File: config.mk
export PLATFORM = sky130hd
export DESIGN_NAME = battery_monitor_led_indicator_top
export DESIGN_NICKNAME = d
export VERILOG_FILES = /design/src/rtl/core/bmli_pkg.sv /design/src/rtl/core/bmli_fifo.sv /design/src/rtl/core/bmli_front.sv /design/src/rtl/core/bmli_back.sv /design/src/rtl/core/battery_monitor_led_indicator_top.sv
export SDC_FILE = /design/constraint.sdc
export NUM_CORES = 2
export LEC_CHECK = 0
export BUFFER_PORTS_ARGS = -buffer_cell sky130_fd_sc_hd__buf_2
export CAP_MARGIN = 40
export CORE_AREA = 2 2 232 291
export DETAILED_ROUTE_END_ITERATION = 8
export DIE_AREA = 0 0 234 293
export HOLD_SLACK_MARGIN = 0.03
export PLACE_DENSITY = 0.67
export SYNTH_ARGS = -nofsm -noshare
export SYNTH_HDL_FRONTEND = slang
export SYNTH_SLANG_ARGS = --single-unit
File: constraint.sdc
create_clock -name clk_i -period 10.15 [get_ports clk_i]
set_input_delay 1.5225 -clock clk_i [delete_from_list [all_inputs] [get_ports clk_i]]
set_output_delay 1.5225 -clock clk_i [all_outputs]
set_load 0.02 [all_outputs]
File: src/rtl/core/bmli_pkg.sv
package bmli_pkg;

  localparam int SAMPLE_W   = 12;
  localparam int MV_W       = 15;
  localparam int CHG_MV_W   = 16;
  localparam int PERC_W     = 7;
  localparam int CNT_W      = 17;
  localparam int PT_W       = 10;
  localparam int ADDR_W     = 5;
  localparam int DATA_W     = 32;

  localparam logic [PT_W-1:0] PATTERN_PERIOD = 10'd1000;
  localparam logic [PT_W-1:0] HALF_PERIOD    = 10'd500;
  localparam logic [PT_W-1:0] IDLE_FLASH_LEN = 10'd4;

  // millivolts = floor(sum * k / 10000) = (sum * ceil(k * 2^31 / 10000)) >> 31
  localparam int              RECIP_W     = 34;
  localparam int              SCALE_SHIFT = 31;
  localparam logic [RECIP_W-1:0] BAT_RECIP = 34'd6286114135;
  localparam logic [RECIP_W-1:0] CHG_RECIP = 34'd8639111968;
  localparam logic [MV_W-1:0]     BAT_MV_MAX = 15'd32767;
  localparam logic [CHG_MV_W-1:0] CHG_MV_MAX = 16'd65535;

  // percent = (mv - 16000) / 50, saturated at 127 from a difference of 6350
  localparam logic [MV_W-1:0]   PERC_BASE_MV  = 15'd16000;
  localparam logic [MV_W-1:0]   PERC_SAT_DIFF = 15'd6350;
  localparam int                PERC_DIFF_W   = 13;
  localparam logic [15:0]       PERC_RECIP    = 16'd41944;
  localparam int                PERC_SHIFT    = 21;
  localparam logic [PERC_W-1:0] PERC_MAX      = 7'd127;

  localparam logic [2:0] REG_EMERG_LEVEL   = 3'd0;
  localparam logic [2:0] REG_CHARGER_LEVEL = 3'd1;
  localparam logic [2:0] REG_WARN_PERCENT  = 3'd2;
  localparam logic [2:0] REG_SHUT_PERCENT  = 3'd3;
  localparam logic [2:0] REG_DEBOUNCE      = 3'd4;
  localparam logic [2:0] REG_REREACTION    = 3'd5;
  localparam logic [2:0] REG_MOTION_EN     = 3'd6;

  typedef struct packed {
    logic [SAMPLE_W-1:0] bat_sample_a;
    logic [SAMPLE_W-1:0] bat_sample_b;
    logic [SAMPLE_W-1:0] chg_sample_a;
    logic [SAMPLE_W-1:0] chg_sample_b;
    logic                blink_left_req;
    logic                blink_right_req;
    logic                forward_req;
  } in_item_t;

  typedef struct packed {
    logic              left_light;
    logic              right_light;
    logic              front_light;
    logic              in_charger;
    logic              emergency_active;
    logic              emergency_action;
    logic              kill_power;
    logic              low_bat_blink;
    logic [MV_W-1:0]   battery_mv;
    logic [PERC_W-1:0] battery_percent;
  } out_item_t;

  typedef struct packed {
    logic [MV_W-1:0]     emerg_level_mv;
    logic [CHG_MV_W-1:0] charger_level_mv;
    logic [PERC_W-1:0]   warn_percent;
    logic [PERC_W-1:0]   shutdown_percent;
    logic [15:0]         debounce_ticks;
    logic [15:0]         rereaction_ticks;
    logic                motion_led_enable;
  } cfg_t;

  localparam cfg_t CFG_RESET = '{
    emerg_level_mv:    15'd21500,
    charger_level_mv:  16'd20000,
    warn_percent:      7'd30,
    shutdown_percent:  7'd5,
    debounce_ticks:    16'd500,
    rereaction_ticks:  16'd30000,
    motion_led_enable: 1'b1
  };

  // classified tick, front to back
  typedef struct packed {
    logic [MV_W-1:0]   battery_mv;
    logic [PERC_W-1:0] battery_percent;
    logic              over_voltage;
    logic              charger_high;
    logic              warn_low;
    logic              shut_low;
    logic              left_req;
    logic              right_req;
    logic              forward_req;
  } tick_t;

  function automatic logic [CNT_W-1:0] sat_inc(input logic [CNT_W-1:0] c);
    logic [CNT_W-1:0] r;
    r = (c == '1) ? c : c + 1'b1;
    return r;
  endfunction

  // emergency blink: switching points every 100 ticks, on at even hundreds
  function automatic logic [1:0] fast_blink(input logic [PT_W-1:0] pt);
    logic [1:0] r;
    r = 2'b00;
    for (int k = 0; k < 5; k++) begin
      if (pt == PT_W'(200 * k)) r = 2'b11;
      if (pt == PT_W'(200 * k + 100)) r = 2'b10;
    end
    return r;
  endfunction

endpackage

File: src/rtl/core/bmli_fifo.sv
module bmli_fifo #(
  parameter type item_t = logic,
  parameter int  Depth  = 2
) (
  input  logic  clk_i,
  input  logic  rst_ni,
  input  logic  push_i,
  input  item_t data_i,
  output logic  full_o,
  input  logic  pop_i,
  output item_t data_o,
  output logic  empty_o
);

  localparam int PtrW = (Depth > 1) ? $clog2(Depth) : 1;
  localparam int CntW = $clog2(Depth + 1);

  item_t           mem_q [Depth];
  logic [PtrW-1:0] wr_ptr_q, wr_ptr_d;
  logic [PtrW-1:0] rd_ptr_q, rd_ptr_d;
  logic [CntW-1:0] count_q, count_d;
  logic            do_push, do_pop;

  assign full_o  = (count_q == CntW'(Depth));
  assign empty_o = (count_q == '0);
  assign do_push = push_i && !full_o;
  assign do_pop  = pop_i && !empty_o;
  assign data_o  = mem_q[rd_ptr_q];

  always_comb begin
    wr_ptr_d = wr_ptr_q;
    rd_ptr_d = rd_ptr_q;
    if (do_push) begin
      wr_ptr_d = (wr_ptr_q == PtrW'(Depth - 1)) ? '0 : wr_ptr_q + 1'b1;
    end
    if (do_pop) begin
      rd_ptr_d = (rd_ptr_q == PtrW'(Depth - 1)) ? '0 : rd_ptr_q + 1'b1;
    end
    count_d = count_q + CntW'(do_push) - CntW'(do_pop);
  end

  always_ff @(posedge clk_i or negedge rst_ni) begin
    if (!rst_ni) begin
      wr_ptr_q <= '0;
      rd_ptr_q <= '0;
      count_q  <= '0;
    end else begin
      wr_ptr_q <= wr_ptr_d;
      rd_ptr_q <= rd_ptr_d;
      count_q  <= count_d;
    end
  end

  always_ff @(posedge clk_i) begin
    if (do_push) begin
      mem_q[wr_ptr_q] <= data_i;
    end
  end

endmodule

File: src/rtl/core/bmli_front.sv
module bmli_front #(
  parameter int AdcBits = 12
) (
  input  logic              clk_i,
  input  logic              rst_ni,
  input  logic              push_i,
  input  bmli_pkg::in_item_t in_item_i,
  output logic              full_o,
  input  bmli_pkg::cfg_t    cfg_i,
  output logic              tick_push_o,
  output bmli_pkg::tick_t   tick_o,
  input  logic              tick_full_i
);

  import bmli_pkg::*;

  localparam int SampW = (AdcBits < SAMPLE_W) ? AdcBits : SAMPLE_W;
  localparam int SumW  = SampW + 1;
  localparam int ProdW = SumW + RECIP_W;
  localparam int QW    = ProdW - SCALE_SHIFT;
  localparam int PpW   = PERC_DIFF_W + 16;

  logic [SumW-1:0]     bat_sum, chg_sum;
  logic [ProdW-1:0]    bat_prod, chg_prod;
  logic [QW-1:0]       bat_q, chg_q;
  logic [MV_W-1:0]     bat_mv_d, bat_mv_q;
  logic [CHG_MV_W-1:0] chg_mv_d, chg_mv_q;
  logic [2:0]          req_q;
  logic                s1_valid_q, s1_load;
  logic [MV_W-1:0]     diff;
  logic [PpW-1:0]      perc_prod;
  logic [PERC_W-1:0]   perc;

  // stage 1: sample sums scaled to millivolts
  assign bat_sum  = SumW'(in_item_i.bat_sample_a[SampW-1:0])
                  + SumW'(in_item_i.bat_sample_b[SampW-1:0]);
  assign chg_sum  = SumW'(in_item_i.chg_sample_a[SampW-1:0])
                  + SumW'(in_item_i.chg_sample_b[SampW-1:0]);
  assign bat_prod = ProdW'(bat_sum) * ProdW'(BAT_RECIP);
  assign chg_prod = ProdW'(chg_sum) * ProdW'(CHG_RECIP);
  assign bat_q    = bat_prod[ProdW-1:SCALE_SHIFT];
  assign chg_q    = chg_prod[ProdW-1:SCALE_SHIFT];
  assign bat_mv_d = (32'(bat_q) > 32'(BAT_MV_MAX)) ? BAT_MV_MAX : MV_W'(bat_q);
  assign chg_mv_d = (32'(chg_q) > 32'(CHG_MV_MAX)) ? CHG_MV_MAX : CHG_MV_W'(chg_q);

  assign s1_load     = !s1_valid_q || !tick_full_i;
  assign full_o      = !s1_load;
  assign tick_push_o = s1_valid_q;

  always_ff @(posedge clk_i or negedge rst_ni) begin
    if (!rst_ni) begin
      s1_valid_q <= 1'b0;
    end else if (s1_load) begin
      s1_valid_q <= push_i;
    end
  end

  always_ff @(posedge clk_i) begin
    if (s1_load && push_i) begin
      bat_mv_q <= bat_mv_d;
      chg_mv_q <= chg_mv_d;
      req_q    <= {in_item_i.forward_req, in_item_i.blink_right_req,
                   in_item_i.blink_left_req};
    end
  end

  // stage 2: percentage and threshold classification
  assign diff      = bat_mv_q - PERC_BASE_MV;
  assign perc_prod = PpW'(diff[PERC_DIFF_W-1:0]) * PpW'(PERC_RECIP);

  always_comb begin
    if (bat_mv_q <= PERC_BASE_MV) begin
      perc = '0;
    end else if (diff >= PERC_SAT_DIFF) begin
      perc = PERC_MAX;
    end else begin
      perc = perc_prod[PERC_SHIFT+PERC_W-1:PERC_SHIFT];
    end
  end

  always_comb begin
    tick_o.battery_mv      = bat_mv_q;
    tick_o.battery_percent = perc;
    tick_o.over_voltage    = bat_mv_q > cfg_i.emerg_level_mv;
    tick_o.charger_high    = chg_mv_q > cfg_i.charger_level_mv;
    tick_o.warn_low        = perc < cfg_i.warn_percent;
    tick_o.shut_low        = perc < cfg_i.shutdown_percent;
    tick_o.left_req        = req_q[0];
    tick_o.right_req       = req_q[1];
    tick_o.forward_req     = req_q[2];
  end

endmodule

File: src/rtl/core/bmli_back.sv
module bmli_back (
  input  logic                clk_i,
  input  logic                rst_ni,
  input  logic                tick_empty_i,
  input  bmli_pkg::tick_t     tick_i,
  output logic                tick_pop_o,
  input  bmli_pkg::cfg_t      cfg_i,
  input  logic                out_full_i,
  output logic                out_push_o,
  output bmli_pkg::out_item_t out_item_o
);

  import bmli_pkg::*;

  logic [PT_W-1:0]  pt_q, pt_d, pt_inc;
  logic [CNT_W-1:0] emerg_cnt_q, emerg_cnt_d;
  logic [CNT_W-1:0] warn_cnt_q, warn_cnt_d;
  logic [CNT_W-1:0] shut_cnt_q, shut_cnt_d;
  logic [CNT_W-1:0] rr_cnt_q, rr_cnt_d;
  logic             emerg_latch_q, emerg_latch_d;
  logic             low_bat_q, low_bat_d;
  logic [2:0]       lights_q, lights_d;
  logic             go, action, kill, in_chg, first_half;
  logic [1:0]       blink;

  assign go         = !tick_empty_i && !out_full_i;
  assign tick_pop_o = go;
  assign out_push_o = go;
  assign pt_inc     = (pt_q >= PATTERN_PERIOD - 1'b1) ? '0 : pt_q + 1'b1;
  assign blink      = fast_blink(pt_inc);
  assign first_half = pt_inc < HALF_PERIOD;

  always_comb begin
    pt_d          = pt_q;
    emerg_cnt_d   = emerg_cnt_q;
    warn_cnt_d    = warn_cnt_q;
    shut_cnt_d    = shut_cnt_q;
    rr_cnt_d      = rr_cnt_q;
    emerg_latch_d = emerg_latch_q;
    low_bat_d     = low_bat_q;
    lights_d      = lights_q;
    action        = 1'b0;
    kill          = 1'b0;
    in_chg        = tick_i.charger_high;
    if (go) begin
      pt_d = pt_inc;
      if (emerg_latch_q) begin
        lights_d[2] = 1'b0;
        if (blink[1]) begin
          lights_d[1:0] = {2{blink[0]}};
        end
        if (tick_i.over_voltage) begin
          rr_cnt_d = sat_inc(rr_cnt_q);
          if (rr_cnt_d > CNT_W'(cfg_i.rereaction_ticks)) begin
            rr_cnt_d = '0;
            action   = 1'b1;
            in_chg   = 1'b0;
          end
        end
      end else begin
        if (tick_i.over_voltage) begin
          emerg_cnt_d = sat_inc(emerg_cnt_q);
          if (emerg_cnt_d > CNT_W'(cfg_i.debounce_ticks)) begin
            emerg_latch_d = 1'b1;
            action        = 1'b1;
          end
        end else begin
          emerg_cnt_d = '0;
        end

        if (tick_i.warn_low) begin
          warn_cnt_d = sat_inc(warn_cnt_q);
          if (warn_cnt_d > CNT_W'(cfg_i.debounce_ticks)) begin
            low_bat_d = 1'b1;
          end
        end else begin
          warn_cnt_d = '0;
          low_bat_d  = 1'b0;
        end

        if (tick_i.shut_low) begin
          shut_cnt_d = sat_inc(shut_cnt_q);
          kill       = shut_cnt_d > CNT_W'(cfg_i.debounce_ticks);
        end else begin
          shut_cnt_d = '0;
        end

        if (low_bat_d) begin
          // triple blink at the start of each period
          lights_d[2] = 1'b0;
          if (pt_inc == 10'd0 || pt_inc == 10'd200 || pt_inc == 10'd400) begin
            lights_d[1:0] = 2'b11;
          end else if (pt_inc == 10'd50 || pt_inc == 10'd250 || pt_inc == 10'd450) begin
            lights_d[1:0] = 2'b00;
          end
        end else if (cfg_i.motion_led_enable) begin
          if (!tick_i.left_req && !tick_i.right_req && !tick_i.forward_req) begin
            lights_d = (pt_inc < IDLE_FLASH_LEN) ? 3'b111 : 3'b000;
          end else begin
            lights_d = {tick_i.forward_req, tick_i.right_req && first_half,
                        tick_i.left_req && first_half};
          end
        end else begin
          lights_d = '0;
        end
      end
    end
  end

  always_comb begin
    out_item_o.left_light       = lights_d[0];
    out_item_o.right_light      = lights_d[1];
    out_item_o.front_light      = lights_d[2];
    out_item_o.in_charger       = in_chg;
    out_item_o.emergency_active = emerg_latch_d;
    out_item_o.emergency_action = action;
    out_item_o.kill_power       = kill;
    out_item_o.low_bat_blink    = low_bat_d && !emerg_latch_d;
    out_item_o.battery_mv       = tick_i.battery_mv;
    out_item_o.battery_percent  = tick_i.battery_percent;
  end

  always_ff @(posedge clk_i or negedge rst_ni) begin
    if (!rst_ni) begin
      pt_q          <= '0;
      emerg_cnt_q   <= '0;
      warn_cnt_q    <= '0;
      shut_cnt_q    <= '0;
      rr_cnt_q      <= '0;
      emerg_latch_q <= 1'b0;
      low_bat_q     <= 1'b0;
      lights_q      <= '0;
    end else begin
      pt_q          <= pt_d;
      emerg_cnt_q   <= emerg_cnt_d;
      warn_cnt_q    <= warn_cnt_d;
      shut_cnt_q    <= shut_cnt_d;
      rr_cnt_q      <= rr_cnt_d;
      emerg_latch_q <= emerg_latch_d;
      low_bat_q     <= low_bat_d;
      lights_q      <= lights_d;
    end
  end

`ifndef SYNTHESIS
  a_latch_sticky: assert property (@(posedge clk_i) disable iff (!rst_ni)
    emerg_latch_q |=> emerg_latch_q)
    else $error("emergency latch cleared without reset");

  a_action_needs_over: assert property (@(posedge clk_i) disable iff (!rst_ni)
    out_push_o && out_item_o.emergency_action |-> tick_i.over_voltage)
    else $error("emergency action without over-voltage");

  a_no_kill_latched: assert property (@(posedge clk_i) disable iff (!rst_ni)
    out_push_o && emerg_latch_q |-> !out_item_o.kill_power && !out_item_o.front_light)
    else $error("kill or front light while emergency latched");

  a_rereaction_drops_charger: assert property (@(posedge clk_i) disable iff (!rst_ni)
    out_push_o && emerg_latch_q && out_item_o.emergency_action |-> !out_item_o.in_charger)
    else $error("charger flag set on rereaction tick");
`endif

endmodule

File: src/rtl/core/battery_monitor_led_indicator_top.sv
// channel  | direction | handshake           | payload
// request  | in        | push / full         | in_item_i   (bmli_pkg::in_item_t)
// result   | out       | empty / pop         | out_item_o  (bmli_pkg::out_item_t)
// config   | in / out  | psel, penable, ...  | paddr, pwdata, prdata
//
// one request per cycle sustained while the result side drains; a result passes through
// the scaling register, the classify queue and the back end update into the result queue
// the three constant multiplies sit in the front module, counters and lights in the back
// reset clears the counters, latch, lights and both queues; no clearing pass
// a stalled result side fills the result queue, then the classify queue, then full rises
module battery_monitor_led_indicator_top #(
  parameter int ADC_BITS    = 12,
  parameter int QUEUE_DEPTH = 2
) (
  input  logic                          clk_i,
  input  logic                          rst_ni,
  input  logic                          push,
  output logic                          full,
  input  bmli_pkg::in_item_t            in_item_i,
  output logic                          empty,
  input  logic                          pop,
  output bmli_pkg::out_item_t           out_item_o,
  input  logic                          psel,
  input  logic                          penable,
  input  logic                          pwrite,
  input  logic [bmli_pkg::ADDR_W-1:0]   paddr,
  input  logic [bmli_pkg::DATA_W-1:0]   pwdata,
  output logic [bmli_pkg::DATA_W-1:0]   prdata,
  output logic                          pready
);

  import bmli_pkg::*;

  cfg_t       cfg_q;
  logic       cfg_we;
  logic [2:0] reg_idx;
  logic       tick_push, tick_full, tick_empty, tick_pop;
  tick_t      tick_in, tick_out;
  logic       out_push, out_full;
  out_item_t  out_item;

  assign pready  = 1'b1;
  assign reg_idx = paddr[4:2];
  assign cfg_we  = psel && penable && pwrite && pready;

  always_ff @(posedge clk_i or negedge rst_ni) begin
    if (!rst_ni) begin
      cfg_q <= CFG_RESET;
    end else if (cfg_we) begin
      case (reg_idx)
        REG_EMERG_LEVEL:   cfg_q.emerg_level_mv    <= pwdata[MV_W-1:0];
        REG_CHARGER_LEVEL: cfg_q.charger_level_mv  <= pwdata[CHG_MV_W-1:0];
        REG_WARN_PERCENT:  cfg_q.warn_percent      <= pwdata[PERC_W-1:0];
        REG_SHUT_PERCENT:  cfg_q.shutdown_percent  <= pwdata[PERC_W-1:0];
        REG_DEBOUNCE:      cfg_q.debounce_ticks    <= pwdata[15:0];
        REG_REREACTION:    cfg_q.rereaction_ticks  <= pwdata[15:0];
        REG_MOTION_EN:     cfg_q.motion_led_enable <= pwdata[0];
        default: ;
      endcase
    end
  end

  always_comb begin
    case (reg_idx)
      REG_EMERG_LEVEL:   prdata = DATA_W'(cfg_q.emerg_level_mv);
      REG_CHARGER_LEVEL: prdata = DATA_W'(cfg_q.charger_level_mv);
      REG_WARN_PERCENT:  prdata = DATA_W'(cfg_q.warn_percent);
      REG_SHUT_PERCENT:  prdata = DATA_W'(cfg_q.shutdown_percent);
      REG_DEBOUNCE:      prdata = DATA_W'(cfg_q.debounce_ticks);
      REG_REREACTION:    prdata = DATA_W'(cfg_q.rereaction_ticks);
      REG_MOTION_EN:     prdata = DATA_W'(cfg_q.motion_led_enable);
      default:           prdata = '0;
    endcase
  end

  bmli_front #(
    .AdcBits(ADC_BITS)
  ) u_front (
    .clk_i      (clk_i),
    .rst_ni     (rst_ni),
    .push_i     (push),
    .in_item_i  (in_item_i),
    .full_o     (full),
    .cfg_i      (cfg_q),
    .tick_push_o(tick_push),
    .tick_o     (tick_in),
    .tick_full_i(tick_full)
  );

  bmli_fifo #(
    .item_t(tick_t),
    .Depth (QUEUE_DEPTH)
  ) u_tick_queue (
    .clk_i  (clk_i),
    .rst_ni (rst_ni),
    .push_i (tick_push),
    .data_i (tick_in),
    .full_o (tick_full),
    .pop_i  (tick_pop),
    .data_o (tick_out),
    .empty_o(tick_empty)
  );

  bmli_back u_back (
    .clk_i       (clk_i),
    .rst_ni      (rst_ni),
    .tick_empty_i(tick_empty),
    .tick_i      (tick_out),
    .tick_pop_o  (tick_pop),
    .cfg_i       (cfg_q),
    .out_full_i  (out_full),
    .out_push_o  (out_push),
    .out_item_o  (out_item)
  );

  bmli_fifo #(
    .item_t(out_item_t),
    .Depth (QUEUE_DEPTH)
  ) u_out_queue (
    .clk_i  (clk_i),
    .rst_ni (rst_ni),
    .push_i (out_push),
    .data_i (out_item),
    .full_o (out_full),
    .pop_i  (pop),
    .data_o (out_item_o),
    .empty_o(empty)
  );

endmodule

; ---- Word-level counts from Yosys, hierarchy flattened
; Memory sizes are Yosys's and may differ from the RTL's.
; Cells that the tools add are included.
[op_classes]
n_addsub = 16
n_bitwise = 1
mul = 3
n_mux = 60
n_eq_ne = 24
reduce_logical = 41
order_cmp = 14
[op_table]
columns = cell, n
row1 = 2-to-1 mux 17 bit, 8
row2 = one-hot mux 16 bit (7 select lines), 1
row3 = adder 17 x 1 -> 17 bit (second input constant), 4
row4 = == test 17 bit (second input constant), 4
row5 = > comparator 17 x 16 -> 1 bit, 4
row6 = multiplier 13 x 33 -> 46 bit (second input constant), 1
row7 = multiplier 13 x 29 -> 42 bit (second input constant), 1
row8 = == test 10 bit (second input constant), 4
row9 = == test 10 x 9 -> 1 bit (second input constant), 4
row10 = 2-to-1 mux 1 bit, 29
row11 = adder 12 x 12 -> 13 bit, 2
row12 = 2-to-1 mux 2 bit, 13
row13 = multiplier 13 x 13 -> 25 bit (second input constant), 1
row14 = == test 10 x 8 -> 1 bit (second input constant), 2
row15 = 2-to-1 mux 3 bit, 6
row16 = > comparator 16 bit, 1
row17 = AND reduction 2 bit, 8
row18 = >= comparator 15 x 13 -> 1 bit (second input constant), 1
row19 = > comparator 15 bit, 1
row20 = > comparator 15 bit (second input constant), 1
row21 = <= comparator 15 x 14 -> 1 bit (second input constant), 1
row22 = subtractor 15 x 14 -> 15 bit (second input constant), 1
row23 = less-than comparator 7 bit, 2
row24 = 2-to-1 mux 7 bit, 2
row25 = other kinds (22), 57
[word_totals]
mem_count = 2
ram_bits = 118
output_inout_bits = 65
elab_cells = 186
regBits = 204
inputBits = 95
[memory_table]
columns = memory, words, width, read_ports, rd_ports_with_merged_regs, write_ports, line
row1 = u_out_queue.mem_q, 2, 30, 1, 0, 1, bmli_fifo.sv:18  ; item_t mem_q [Depth];
row2 = u_tick_queue.mem_q, 2, 29, 1, 0, 1, bmli_fifo.sv:18

; ---- Logic depth before layout (Yosys ltp)
[logic_depth]
depth_word = 16
mapped_depth = 31

; ---- Hierarchy
; Synthesis repeated with hierarchy kept, for this count alone.
[unflattened]
cells_unflattened = 3240
hier_area_um2 = 33694.8
[modules_own_cells]
columns = module, area_each_um2, seq_area_each_um2, cells_per_inst, n_inst
row1 = bmli_front, 17599.4, 1046.0, 1830, 1
row2 = bmli_back, 7450.9, 2077.0, 920, 1
row3 = battery_monitor_led_indicator_top, 3860.0, 1995.7, 271, 1
row4 = bmli_fifo at u_tick_queue, 2411.1, 1841.8, 108, 1
row5 = bmli_fifo at u_out_queue, 2373.5, 1901.8, 111, 1

; ---- Worst setup path after synthesis
; OpenSTA, ideal clock, no wires.
[synth_path]
path_kind = input to register
startpoint = in in_item_i[27] (netlist name)
endpoint = reg u_front.bat_mv_q[14], data pin
t_arrival_ns = 8.395
path_stages = 28
path_slack_ns = 1.493
n_path_buf = 0
required_ns = 9.888
path_cell_list = ha_1 -> fa_1 -> a21o_1 -> a21oi_1 -> o21bai_1 -> a21oi_1 -> o21bai_1 -> a21oi_1 -> o211ai_1 -> a21o_1 -> a21o_1 -> fa_1 -> fa_1 -> fa_1 -> inv_1 -> fa_1 -> inv_1 -> fa_1 -> inv_1 -> ha_1 -> and4_1 -> a221oi_1 -> o21ai_1 -> a21oi_2 -> o21ai_1 -> o41a_1 -> a21oi_1 -> xnor2_1
[synth_via]
elab_chain_cells = 3
[synth_lines]
columns = item, line
row1 = "start, declared", battery_monitor_led_indicator_top.sv:19  ; input bmli_pkg::in_item_t in_item_i,
row2 = adder 12 x 12 -> 13 bit (*), bmli_front.sv:36  ; + SumW'(in_item_i.bat_sample_b[SampW-1:0]);
row3 = multiplier 13 x 33 -> 46 bit (*), bmli_front.sv:39  ; assign bat_prod = ProdW'(bat_sum) * ProdW'(BAT_RECIP);
row4 = > comparator 15 bit, bmli_front.sv:43  ; assign bat_mv_d = (32'(bat_q) > 32'(BAT_MV_MAX)) ? BAT_MV_MAX : MV_W'(bat_q);
row5 = "end signal, assigned", bmli_front.sv:60  ; bat_mv_q <= bat_mv_d;
row6 = "end, declared", bmli_front.sv:26  ; logic [MV_W-1:0] bat_mv_d, bat_mv_q;
; Every way passes the cells marked *; elsewhere a longest branch is shown, timed or not.
; A chain may end at the register's enable or synchronous reset.

; ---- Worst setup path in the final report
; Ends and elaborated chain as after synthesis.

==> flow_summary.ini <==
[synthesis]
synth_edf_count = 152
yosys.area.top_type = fa_1
mappedNetlistArea_sq_um = 32600
ys_types = 82
syn_inst = 3202
yosysSeqAreaShare = 0.272
synth_warnings = 0
ys.flop_type = edfxtp_1
synth-seq-cells = 322
yosysTopAreaCellShare = 0.189
async_flop_share = 0.528
netlist_top_cells_area = fa_1 (19%), ha_1 (18%), edfxtp_1 (14%)
syn_area_per_cell_sq_um = 10.2

[critical_path]
cp_num_buf_inv = 6
r2r_cells = 24
path_max_fanout = 5
r2r_slack_ns = 1.63
crit_family = adder cells
crit-reg2reg-launch = u_front.bat_mv_q[8]
cp_slowest_cell = fa_1
end_kind = register
max_stage_delay_ns = 0.71
criticalPathCategory = in2reg
crit_arrival_ns = 9.31
required_ns = 10.48
cp-start-kind = primary input
regToRegEndpoint = u_tick_queue.mem_q[0][3]

[clock_network]
cts_buffers = 31
clkSinkCount = 322
hold_buffers = 0
cts_tree = done
insertion_delay_ns = 0.60
postCtsSetupBuffers = 0
htree_levels = 1
cts-root-buf = clkbuf_16
cts_resized = 0
path_clk_slew_ns = 0.07
ctsLongestPathBuffers = 3

[placement]
dpl.cell_count = 4151
io_buffers = 124
place_congestion = 0.940
post-place-ws_ns = 0.557
hpwl_microns = 62200

[final_layout]
drive_gt1_frac = 0.115
layout_commonest_cell = inv_1
nets = 4196
stdcell_count = 4212
n_fill_cell = 5942
final_cell_mix = inv_1 (639), ha_1 (465), fa_1 (308)
syn2layout_area_growth_pct = 8.60

[sta]
setup_viol = 0
fmax_mhz = 111
worst_pin_slew_ns = 0.885
fin_crit_sh = 0.884
final.setup_skew_ns = 0.0245
final_hold_viol_count = 0
setup_slack_ns = 1.17
holdWs_ns = 0.454
grt_setup_unrepaired = no
period_minus_slack_ns = 8.98
fin_setup_tns_ns = 0
relSlewSlack = 0.410
drv_slew = 0

[global_routing]
grt_pass1_vias = 23300
grt_pass1_wl_microns = 125000
overflow = 0
grt_usage = 0.230
grt_max_degree = 63
antenna_found_initial = 0

[die]
die_h_microns = 293
die_w_microns = 234
core-area_sq_um = 65600
die_area_sq_um = 68600
start_util = 0.498
std_cell_rows = 105
pin_count = 160

[route]
drt_wl_total_microns = 77000
drt_iter0_markers = 1098
viasPerCell = 5.44
wire_per_inst_microns = 18.3
antenna_left = 0
vias = 22900
post-route-drc-count = 0
firstDrtPassIters = 5

[outcome]
outcome = completed

[hold_path]
hold_class = reg2reg
holdPathEnd = u_tick_queue.mem_q[1][1]
hold_path_startpoint = u_front.req_q[1]
hold_path_depth = 0

[job]
maxCapViolations = 0
per-layer routing:
metal / part of all wire / vias up / routed length, microns / GRT usage
li1: - / 11000 / - / -
met1: 0.42 / 11200 / 32600 / 0.296
met2: 0.51 / 532 / 39300 / 0.412
met3: 0.039 / 125 / 2990 / 0.0186
met4: 0.028 / 0 / 2170 / 0.0633
met5: 0 / - / 0 / 0
per-stage QoR:
stage          utilization  instance area (sq um)
2_1_floorplan            -                  32700
3_3_place_gp         0.522                  34200
3_5_place_dp         0.524                  34300
4_1_cts              0.540                  35400
5_1_grt              0.540                  35400
6_report             0.541                  35400
worst max path at each step:
stage                        startpoint              endpoint  slack (ns)  depth (start not counted)
after global placement    in_item_i[27]  u_front.bat_mv_q[14]        0.65                         32
after CTS                 in_item_i[27]  u_front.bat_mv_q[14]        1.20                         32
after detailed placement  in_item_i[27]  u_front.bat_mv_q[14]        0.56                         32
final                     in_item_i[27]  u_front.bat_mv_q[14]        1.17                         32
after global routing      in_item_i[27]  u_front.bat_mv_q[14]        0.68                         32
after floorplan           in_item_i[27]  u_front.bat_mv_q[14]        1.49                         28
area by class of cell:
cell class / count / area (sq um) / share of cell area
Antenna cell: 3 / 7.51 / 0.000212
Clock buffer: 38 / 832 / 0.0235
Clock inverter: 20 / 259 / 0.00731
Inverter: 640 / 2400 / 0.0678
Multi-Input combinational cell: 2169 / 21000 / 0.593
Sequential cell: 322 / 8860 / 0.250
Tap cell: 856 / 1070 / 0.0302
Timing Repair Buffer: 164 / 983 / 0.0278
state kept, by name, summed over array words and instances (netlist names), 10 cells and up:
name and cells:
u_front.bat_mv_q 15, cfg_q 78, u_front.chg_mv_q 16, u_back.emerg_cnt_q 17, u_tick_queue.mem_q 58, u_out_queue.mem_q 60, u_back.rr_cnt_q 17, u_back.pt_q 10
u_back.warn_cnt_q 17, u_back.shut_cnt_q 17
synth_stat cells (7+ instances only):
| library cell | count |
|---|---|
| fa_1 | 308 |
| clkbuf_1 | 47 |
| o21ai_1 | 12 |
| mux4_2 | 10 |
| o21bai_1 | 7 |
| a22o_1 | 25 |
| ha_1 | 465 |
| nor2b_1 | 34 |
| nor3_1 | 42 |
| xnor2_1 | 92 |
| a21oi_1 | 105 |
| o22ai_1 | 17 |
| or3_1 | 9 |
| dfrtp_1 | 135 |
| inv_1 | 639 |
| edfxtp_1 | 152 |
| xor2_1 | 38 |
| nand2_1 | 203 |
| mux2i_1 | 18 |
| nand3_1 | 52 |
| a211oi_1 | 11 |
| and3_1 | 20 |
| nand2b_1 | 26 |
| a21o_1 | 39 |
| mux2_2 | 92 |
| nand4_1 | 53 |
| o21a_1 | 37 |
| buf_2 | 13 |
| o211ai_1 | 12 |
| a31oi_1 | 20 |
| and4_1 | 11 |
| buf_4 | 19 |
| and2_1 | 13 |
| o21ai_0 | 145 |
| nor2_1 | 110 |
| o31ai_1 | 20 |
| o221ai_1 | 7 |
| dfstp_2 | 35 |
cells by family after synthesis:
family | after synthesis | synth area share
mux | 120 | 0.0442
fa+ha+maj | 773 | 0.367
compound gates | 518 | 0.102
simple gates | 611 | 0.0931
flops | 322 | 0.272
other cells | 2 | 0.000230
xor+xnor | 130 | 0.0349
buf+inv | 726 | 0.0864
Power is left out: the tool's default activity adds up to more than one toggle a clock period on the data nets, which glitch-free logic cannot reach.
